==> src/design/pacs_pkg.sv <==
package pacs_pkg;

  // Read length limit; bases past it are counted by neither position nor score.
  localparam int unsigned MAX_LEN = 4096;
  localparam int unsigned POS_W   = $clog2(MAX_LEN + 1);

  // Field and register widths
  localparam int unsigned BASE_W  = 3;
  localparam int unsigned PEN_W   = 3;
  localparam int unsigned RATIO_W = 4;
  localparam int unsigned LIM_W   = 12;
  localparam int unsigned CFG_IDX_W  = 3;
  localparam int unsigned CFG_DATA_W = 12;

  // Running score: signed, wide enough for the lowest score reachable before the stop
  localparam int unsigned SCORE_W = 16;
  localparam int unsigned LHS_W   = SCORE_W + RATIO_W + 1;
  localparam int unsigned RHS_W   = POS_W + RATIO_W;
  localparam int unsigned CMP_W   = (LHS_W > RHS_W + 1) ? LHS_W : RHS_W + 1;
  localparam int unsigned DIFF_W  = ((SCORE_W > POS_W + 1) ? SCORE_W : POS_W + 1) + 1;

  localparam logic [BASE_W-1:0] BASE_A = 3'd0;

  // Register indexes
  typedef enum logic [CFG_IDX_W-1:0] {
    REG_MISMATCH_PENALTY = 3'd0,
    REG_RATIO_NUM        = 3'd1,
    REG_RATIO_DEN        = 3'd2,
    REG_DROP_LIMIT       = 3'd3,
    REG_MIN_SCORE        = 3'd4,
    REG_MIN_LENGTH       = 3'd5
  } cfg_reg_t;

  // Register reset values
  localparam logic [PEN_W-1:0]   RST_MISMATCH_PENALTY = 3'd2;
  localparam logic [RATIO_W-1:0] RST_RATIO_NUM        = 4'd7;
  localparam logic [RATIO_W-1:0] RST_RATIO_DEN        = 4'd10;
  localparam logic [LIM_W-1:0]   RST_DROP_LIMIT       = 12'd27;
  localparam logic [LIM_W-1:0]   RST_MIN_SCORE        = 12'd20;
  localparam logic [LIM_W-1:0]   RST_MIN_LENGTH       = 12'd20;

endpackage

==> src/design/poly_a_tail_clip_scorer.sv <==
// Poly-A tail clip scorer.
//
// Input channel (in_valid/in_ready): one base per transfer, starting at the
// read's 3' end, with in_last_base high on the read's final base. Result
// channel (out_valid/out_ready): one clip length per read, produced by the
// transfer that carries in_last_base.
//
// Throughput is one base per cycle while no result waits for the receiver:
// the score update, ratio test and drop test are a single small
// multiply-and-compare that closes in the cycle the base is taken. out_valid
// rises in the cycle after the last base's transfer, set by the output register.
//
// A stalled receiver holds the output register, and in_ready drops while a
// result waits, so no base is taken until that result leaves. A base is
// still taken in the cycle the held result transfers.
//
// Reset (synchronous, rst_n low) clears the per-read state and out_valid
// and loads the default configuration. Write configuration through
// cfg_we/cfg_index/cfg_wdata only while no read is in progress.
module poly_a_tail_clip_scorer (
  input  logic                          clk,
  input  logic                          rst_n,

  input  logic                          in_valid,
  output logic                          in_ready,
  input  logic [pacs_pkg::BASE_W-1:0]   in_base_code,
  input  logic                          in_last_base,

  output logic                          out_valid,
  input  logic                          out_ready,
  output logic [pacs_pkg::POS_W-1:0]    out_clip_length,

  input  logic                          cfg_we,
  input  logic [pacs_pkg::CFG_IDX_W-1:0]  cfg_index,
  input  logic [pacs_pkg::CFG_DATA_W-1:0] cfg_wdata
);

  localparam logic [pacs_pkg::POS_W-1:0] MaxPos = pacs_pkg::POS_W'(pacs_pkg::MAX_LEN);

  // Configuration registers
  logic [pacs_pkg::PEN_W-1:0]   penalty_r;
  logic [pacs_pkg::RATIO_W-1:0] num_r;
  logic [pacs_pkg::RATIO_W-1:0] den_r;
  logic [pacs_pkg::LIM_W-1:0]   drop_r;
  logic [pacs_pkg::LIM_W-1:0]   min_score_r;
  logic [pacs_pkg::LIM_W-1:0]   min_len_r;

  // Per-read state
  logic signed [pacs_pkg::SCORE_W-1:0] score_r, score_nxt;
  logic        [pacs_pkg::POS_W-1:0]   pos_r, pos_nxt;
  logic        [pacs_pkg::POS_W-1:0]   best_len_r, best_len_nxt;
  logic signed [pacs_pkg::SCORE_W-1:0] best_score_r, best_score_nxt;
  logic                                stopped_r, stopped_nxt;

  // Output register
  logic                         out_valid_r;
  logic [pacs_pkg::POS_W-1:0]   clip_r, clip_nxt;

  logic in_xfer;

  // Scoring datapath
  logic signed [pacs_pkg::SCORE_W-1:0] score_step;
  logic signed [pacs_pkg::CMP_W-1:0]   lhs;
  logic signed [pacs_pkg::CMP_W-1:0]   rhs;
  logic        [pacs_pkg::RHS_W-1:0]   pos_prod;
  logic signed [pacs_pkg::DIFF_W-1:0]  drop_diff;
  logic                                is_a;
  logic                                scoring;

  assign in_ready        = !out_valid_r || out_ready;
  assign in_xfer         = in_valid && in_ready;
  assign out_valid       = out_valid_r;
  assign out_clip_length = clip_r;

  always_comb begin
    is_a    = (in_base_code == pacs_pkg::BASE_A);
    pos_nxt = pos_r;
    scoring = 1'b0;
    if (pos_r < MaxPos) begin
      pos_nxt = pos_r + pacs_pkg::POS_W'(1);
      scoring = !stopped_r;
    end

    if (is_a) begin
      score_step = score_r + pacs_pkg::SCORE_W'(1);
    end else begin
      score_step = score_r - $signed({{(pacs_pkg::SCORE_W - pacs_pkg::PEN_W){1'b0}}, penalty_r});
    end

    // Ratio test: score * den >= pos * num
    lhs      = pacs_pkg::CMP_W'(score_step)
             * $signed({{(pacs_pkg::CMP_W - pacs_pkg::RATIO_W){1'b0}}, den_r});
    pos_prod = pacs_pkg::RHS_W'(pos_nxt) * pacs_pkg::RHS_W'(num_r);
    rhs      = $signed({{(pacs_pkg::CMP_W - pacs_pkg::RHS_W){1'b0}}, pos_prod});

    // Drop test: pos - score > drop limit
    drop_diff = $signed({{(pacs_pkg::DIFF_W - pacs_pkg::POS_W){1'b0}}, pos_nxt})
              - pacs_pkg::DIFF_W'(score_step);

    score_nxt      = score_r;
    best_len_nxt   = best_len_r;
    best_score_nxt = best_score_r;
    stopped_nxt    = stopped_r;
    if (scoring) begin
      score_nxt = score_step;
      if (is_a) begin
        if (lhs >= rhs) begin
          best_len_nxt   = pos_nxt;
          best_score_nxt = score_step;
        end
      end else if (drop_diff >
                   $signed({{(pacs_pkg::DIFF_W - pacs_pkg::LIM_W){1'b0}}, drop_r})) begin
        stopped_nxt = 1'b1;
      end
    end

    // Clip length: drop short reads and weak tails
    clip_nxt = best_len_nxt;
    if (pos_nxt < pacs_pkg::POS_W'(min_len_r)) begin
      clip_nxt = '0;
    end
    if (best_score_nxt <
        $signed({{(pacs_pkg::SCORE_W - pacs_pkg::LIM_W){1'b0}}, min_score_r})) begin
      clip_nxt = '0;
    end
  end

  // Configuration writes
  always_ff @(posedge clk) begin
    if (!rst_n) begin
      penalty_r   <= pacs_pkg::RST_MISMATCH_PENALTY;
      num_r       <= pacs_pkg::RST_RATIO_NUM;
      den_r       <= pacs_pkg::RST_RATIO_DEN;
      drop_r      <= pacs_pkg::RST_DROP_LIMIT;
      min_score_r <= pacs_pkg::RST_MIN_SCORE;
      min_len_r   <= pacs_pkg::RST_MIN_LENGTH;
    end else if (cfg_we) begin
      unique case (cfg_index)
        pacs_pkg::REG_MISMATCH_PENALTY: penalty_r   <= cfg_wdata[pacs_pkg::PEN_W-1:0];
        pacs_pkg::REG_RATIO_NUM:        num_r       <= cfg_wdata[pacs_pkg::RATIO_W-1:0];
        pacs_pkg::REG_RATIO_DEN:        den_r       <= cfg_wdata[pacs_pkg::RATIO_W-1:0];
        pacs_pkg::REG_DROP_LIMIT:       drop_r      <= cfg_wdata[pacs_pkg::LIM_W-1:0];
        pacs_pkg::REG_MIN_SCORE:        min_score_r <= cfg_wdata[pacs_pkg::LIM_W-1:0];
        pacs_pkg::REG_MIN_LENGTH:       min_len_r   <= cfg_wdata[pacs_pkg::LIM_W-1:0];
        default: ;  // unmapped index: drop the write
      endcase
    end
  end

  // Per-read state: update on every base taken, clear after the last one
  always_ff @(posedge clk) begin
    if (!rst_n) begin
      score_r      <= '0;
      pos_r        <= '0;
      best_len_r   <= '0;
      best_score_r <= '0;
      stopped_r    <= 1'b0;
    end else if (in_xfer) begin
      if (in_last_base) begin
        score_r      <= '0;
        pos_r        <= '0;
        best_len_r   <= '0;
        best_score_r <= '0;
        stopped_r    <= 1'b0;
      end else begin
        score_r      <= score_nxt;
        pos_r        <= pos_nxt;
        best_len_r   <= best_len_nxt;
        best_score_r <= best_score_nxt;
        stopped_r    <= stopped_nxt;
      end
    end
  end

  // Output register: load on a read's last base, hold while the receiver stalls
  always_ff @(posedge clk) begin
    if (!rst_n) begin
      out_valid_r <= 1'b0;
    end else if (in_xfer && in_last_base) begin
      out_valid_r <= 1'b1;
    end else if (out_ready) begin
      out_valid_r <= 1'b0;
    end
  end

  always_ff @(posedge clk) begin
    if (in_xfer && in_last_base) begin
      clip_r <= clip_nxt;
    end
  end

endmodule
==> config.mk <==
export PLATFORM = sky130hd
export DESIGN_NAME = poly_a_tail_clip_scorer
export DESIGN_NICKNAME = d
export VERILOG_FILES = /design/src/design/pacs_pkg.sv /design/src/design/poly_a_tail_clip_scorer.sv
export SDC_FILE = /design/constraint.sdc
export NUM_CORES = 1
export LEC_CHECK = 0
export CORE_ASPECT_RATIO = 1.5
export CORE_MARGIN = 1.5
export CORE_UTILIZATION = 51
export CTS_BUF_LIST = sky130_fd_sc_hd__clkbuf_8
export DETAILED_ROUTE_END_ITERATION = 6
export DONT_BUFFER_PORTS = 1
export GPL_ROUTABILITY_DRIVEN = 0
export HOLD_SLACK_MARGIN = 0.15
export PLACE_DENSITY = 0.77
export SLEW_MARGIN = 10
export SYNTH_ARGS = -nofsm -noshare
export SYNTH_HDL_FRONTEND = slang
export SYNTH_SLANG_ARGS = --single-unit
==> constraint.sdc <==
create_clock -name clk -period 18.1 [get_ports clk]
set_input_delay 3.62 -clock clk [delete_from_list [all_inputs] [get_ports clk]]
set_output_delay 3.62 -clock clk [all_outputs]
set_load 0.05 [all_outputs]
==> results by group <==
Synthesis
  • Number of flops mapped to enable cells by yosys: 13
  • Syn Nets: about 1,600
  • Synth Warn #: 0
  • Synthesized area: 11,500 um^2
  • Async S/R FF share, synth: 0%
  • Yosys cell types: 80
  • Sequential-to-total area share from yosys stat: between 20 and 25%
  • Synthesized flop and latch total: 120
  • Avg Synthesized Cell Area: slightly below 9 um^2
  • Cells after Synth: roughly 1,300
  • Most common flop cell mapped by yosys: dfxtp_1

Routing
  • DR pass1 iterations: 5
  • Vias: between 9,000 and 10,000
  • Final ANT Viol Nets: 0
  • DRC Markers: 0
  • Routed len/inst: 17.6 um
  • DR vias/cell: about 5.9
  • Routed WL: around 28,000 um
  • Starting DRT DRC Count: between 600 and 700

Die
  • Die X: approximately 130 um
  • Core area: approximately 22,000 um^2
  • Initial Util: between 50 and 60%
  • I/O pins: 39
  • FP Rows: 67
  • Die Y: between 150 and 200 um
  • Die area: 23,500 um^2

CTS
  • Cts repair resizes: 0
  • H-Tree Depth: 4
  • CTS tree: built
  • CTS max path bufs: 2
  • Clock buffer count from CTS: 17
  • Clk root buf: clkbuf_8
  • # hold bufs at CTS: 0
  • Reg clk slew, reported paths: around 0.080 ns
  • Clock insertion delay at the later pin of the skew report: 0.47 ns
  • Clk sinks: 120
  • Post-CTS Setup Bufs: 0

Setup path
  • Worst setup EP type: register
  • Crit path max fanout: 30
  • CP peak stage delay: between 0.6 and 0.7 ns
  • Crit start category: primary input
  • Worst-case reg-to-reg path depth: 40
  • Worst R2R Start: penalty_r[0]$_SDFFE_PN0P_
  • Slowest CP cell: xnor2_1
  • Cell mode on critical path: ha_1
  • Reg2reg end: out_clip_length[11]$_SDFFCE_PP0P_
  • WP data required: approximately 18 ns
  • Cell family with most CP delay: compound AO/OA/AOI/OAI gates
  • WP data arrival: approximately 13 ns
  • R2R Setup Slk: between 7 and 8 ns
  • CP bufs+invs: 4
  • CP Class: in2reg

Timing
  • Slew margin rel.: 32.1%
  • Fin crit share: a little under three quarters
  • Period minus WS final: 12.95 ns
  • Slew Limit Fails: 0
  • Slew @ Worst Pin: 1.01 ns
  • Fmax: 77.2 MHz
  • Setup TNS: 0 ns
  • Worst Skew: 0.0122 ns
  • Setup violators final: 0
  • RSZ-0062 raised after global routing: false
  • Fin. Hold Viols: 0

Status
  • Outcome: finished, final reports clean

Worst hold path
  • Hold Path Stages: 2
  • Hold/Removal Path Class: reg2reg
  • Min-delay src: min_len_r[8]$_SDFFE_PN0P_
  • Hold Path End: min_len_r[8]$_SDFFE_PN0P_

Final layout
  • Leading cell types in the layout, fill and taps excluded: nand2_1, ha_1, inv_1, dfxtp_1, and2_1
  • Final Net Count: around 1,500
  • Area delta synth->final: 6.19%
  • Share of cells above drive strength 1: 6.54%
  • Antenna fix cells: 0
  • Fill cells: approximately 2,000
  • Non-Filler Instances: between 1,500 and 2,000
  • Final Util: ~55%
  • Commonest non-fill, non-tap cell in the layout: nand2_1

Placed design
  • Placed Instances: 1,575
  • HPWL Detailed: around 22,000 um
  • Port Buf Inserts: 0

Global routing
  • Initial antenna violation count: 0
  • Number of global-route vias before repair: roughly 9,500
  • GRT Total Usage: 24.7%
  • GRT overflow: 0
  • Largest net degree at the start of global routing: 91
  • First-pass GRT wire length: 46,600 um

Run
  • Number of max-cap violations: 0
[stage by stage]
step	setup slack [ns]	cell area (um^2)	hold WS, ns
global placement	4.94	11800	0.450
CTS	5.19	12200	0.469
finish	5.15	12200	0.465
floorplan	6.16	11500	0.435
detailed placement	4.71	11800	0.448
global route	4.44	12200	0.483
[flip-flops by register name, summed over array words and instances, names as in the netlist]
name             flops
best_len_r          13
best_score_r        16
den_r                4
drop_r              12
min_len_r           12
min_score_r         12
num_r                4
out_clip_length     13
out_valid            1
penalty_r            3
pos_r               13
score_r             16
stopped_r            1
[cell usage after synthesis (3+ instances only)]
library cell,count,area [um^2]
o311ai_0,3,26.3
o211ai_1,14,105
a21o_1,31,233
a22oi_1,38,285
inv_1,137,514
mux2_1,13,146
and4_1,4,35.0
nor3_1,17,85.1
edfxtp_1,13,390
clkbuf_1,33,124
ha_1,143,1790
and3_1,28,175
o21bai_1,4,30.0
nor2_1,49,184
a211oi_1,12,90.1
xnor2_1,32,280
dfxtp_1,107,2140
o2111ai_1,6,52.6
nand3_1,19,95.1
or3_1,7,43.8
buf_6,6,67.6
xor2_1,17,149
o31a_1,4,35.0
mux2i_1,11,110
nand2b_1,14,87.6
mux2_2,12,135
and2_1,77,482
fa_1,57,1140
a21oi_1,45,225
nand2_1,146,548
a31oi_1,4,25.0
a21boi_0,32,240
nand4_1,7,43.8
a22o_1,19,166
nor2b_1,57,357
o21a_1,17,128
nor4_1,6,37.5
o21ai_0,26,130
or2_2,5,31.3
buf_2,4,20.0
[kinds of logic after synthesis]
| kind of cell | share of synthesized area, % |
|---|---|
| AO/OA/AOI/OAI | 18.5 |
| XOR/XNOR | 4.11 |
| adder cells (fa/ha/maj) | 25.5 |
| buffers and inverters | 6.49 |
| flip-flops | 22.0 |
| multiplexers | 3.40 |
| AND/OR/NAND/NOR | 20.0 |
[area by class of cell]
type / count / area [um^2] / share of cell area (%)
well taps: 276 / 345 / 2.83
repair buffers: 18 / 135 / 1.11
inverters: 138 / 520 / 4.26
multi-input cells: 1023 / 8230 / 67.4
clock inverters: 15 / 218 / 1.78
clock buffers: 17 / 234 / 1.92
flip-flops and latches: 120 / 2530 / 20.7
[worst max path at each step]
| stage | slack [ns] | end | start | depth (start not counted) |
|---|---|---|---|---|
| floorplan | 6.16 | out_clip_length[10]$_SDFFCE_PP0P_ | in_base_code[2] | 36 |
| global placement | 4.94 | out_clip_length[11]$_SDFFCE_PP0P_ | in_base_code[2] | 38 |
| detailed placement | 4.71 | out_clip_length[11]$_SDFFCE_PP0P_ | in_base_code[2] | 37 |
| CTS | 5.19 | out_clip_length[11]$_SDFFCE_PP0P_ | in_base_code[2] | 37 |
| global route | 4.44 | out_clip_length[11]$_SDFFCE_PP0P_ | in_base_code[2] | 38 |
| finish | 5.15 | out_clip_length[11]$_SDFFCE_PP0P_ | in_base_code[2] | 38 |
[metal layers]
layer / global-route usage (%) / up-vias / wire length [um]
met4: 12.0 / 0 / 1260
met5: 0 / - / 0
met3: 3.52 / 75 / 915
met1: 26.5 / 4577 / 10900
li1: - / 4596 / -
met2: 46.6 / 206 / 15100
[worst reg2reg max path, delay by kind of cell, from the launching register on]
kind	cells	cell delay (ns)
flops	1	0.40
simple gates	10	2.09
mux	1	0.35
compound gates	13	2.85
xor+xnor	2	0.82
buf+inv	5	0.50
fa+ha+maj	9	3.00
Power is not shown: default switching activity piles up to over one toggle a cycle in this logic, so the estimate is an artifact.
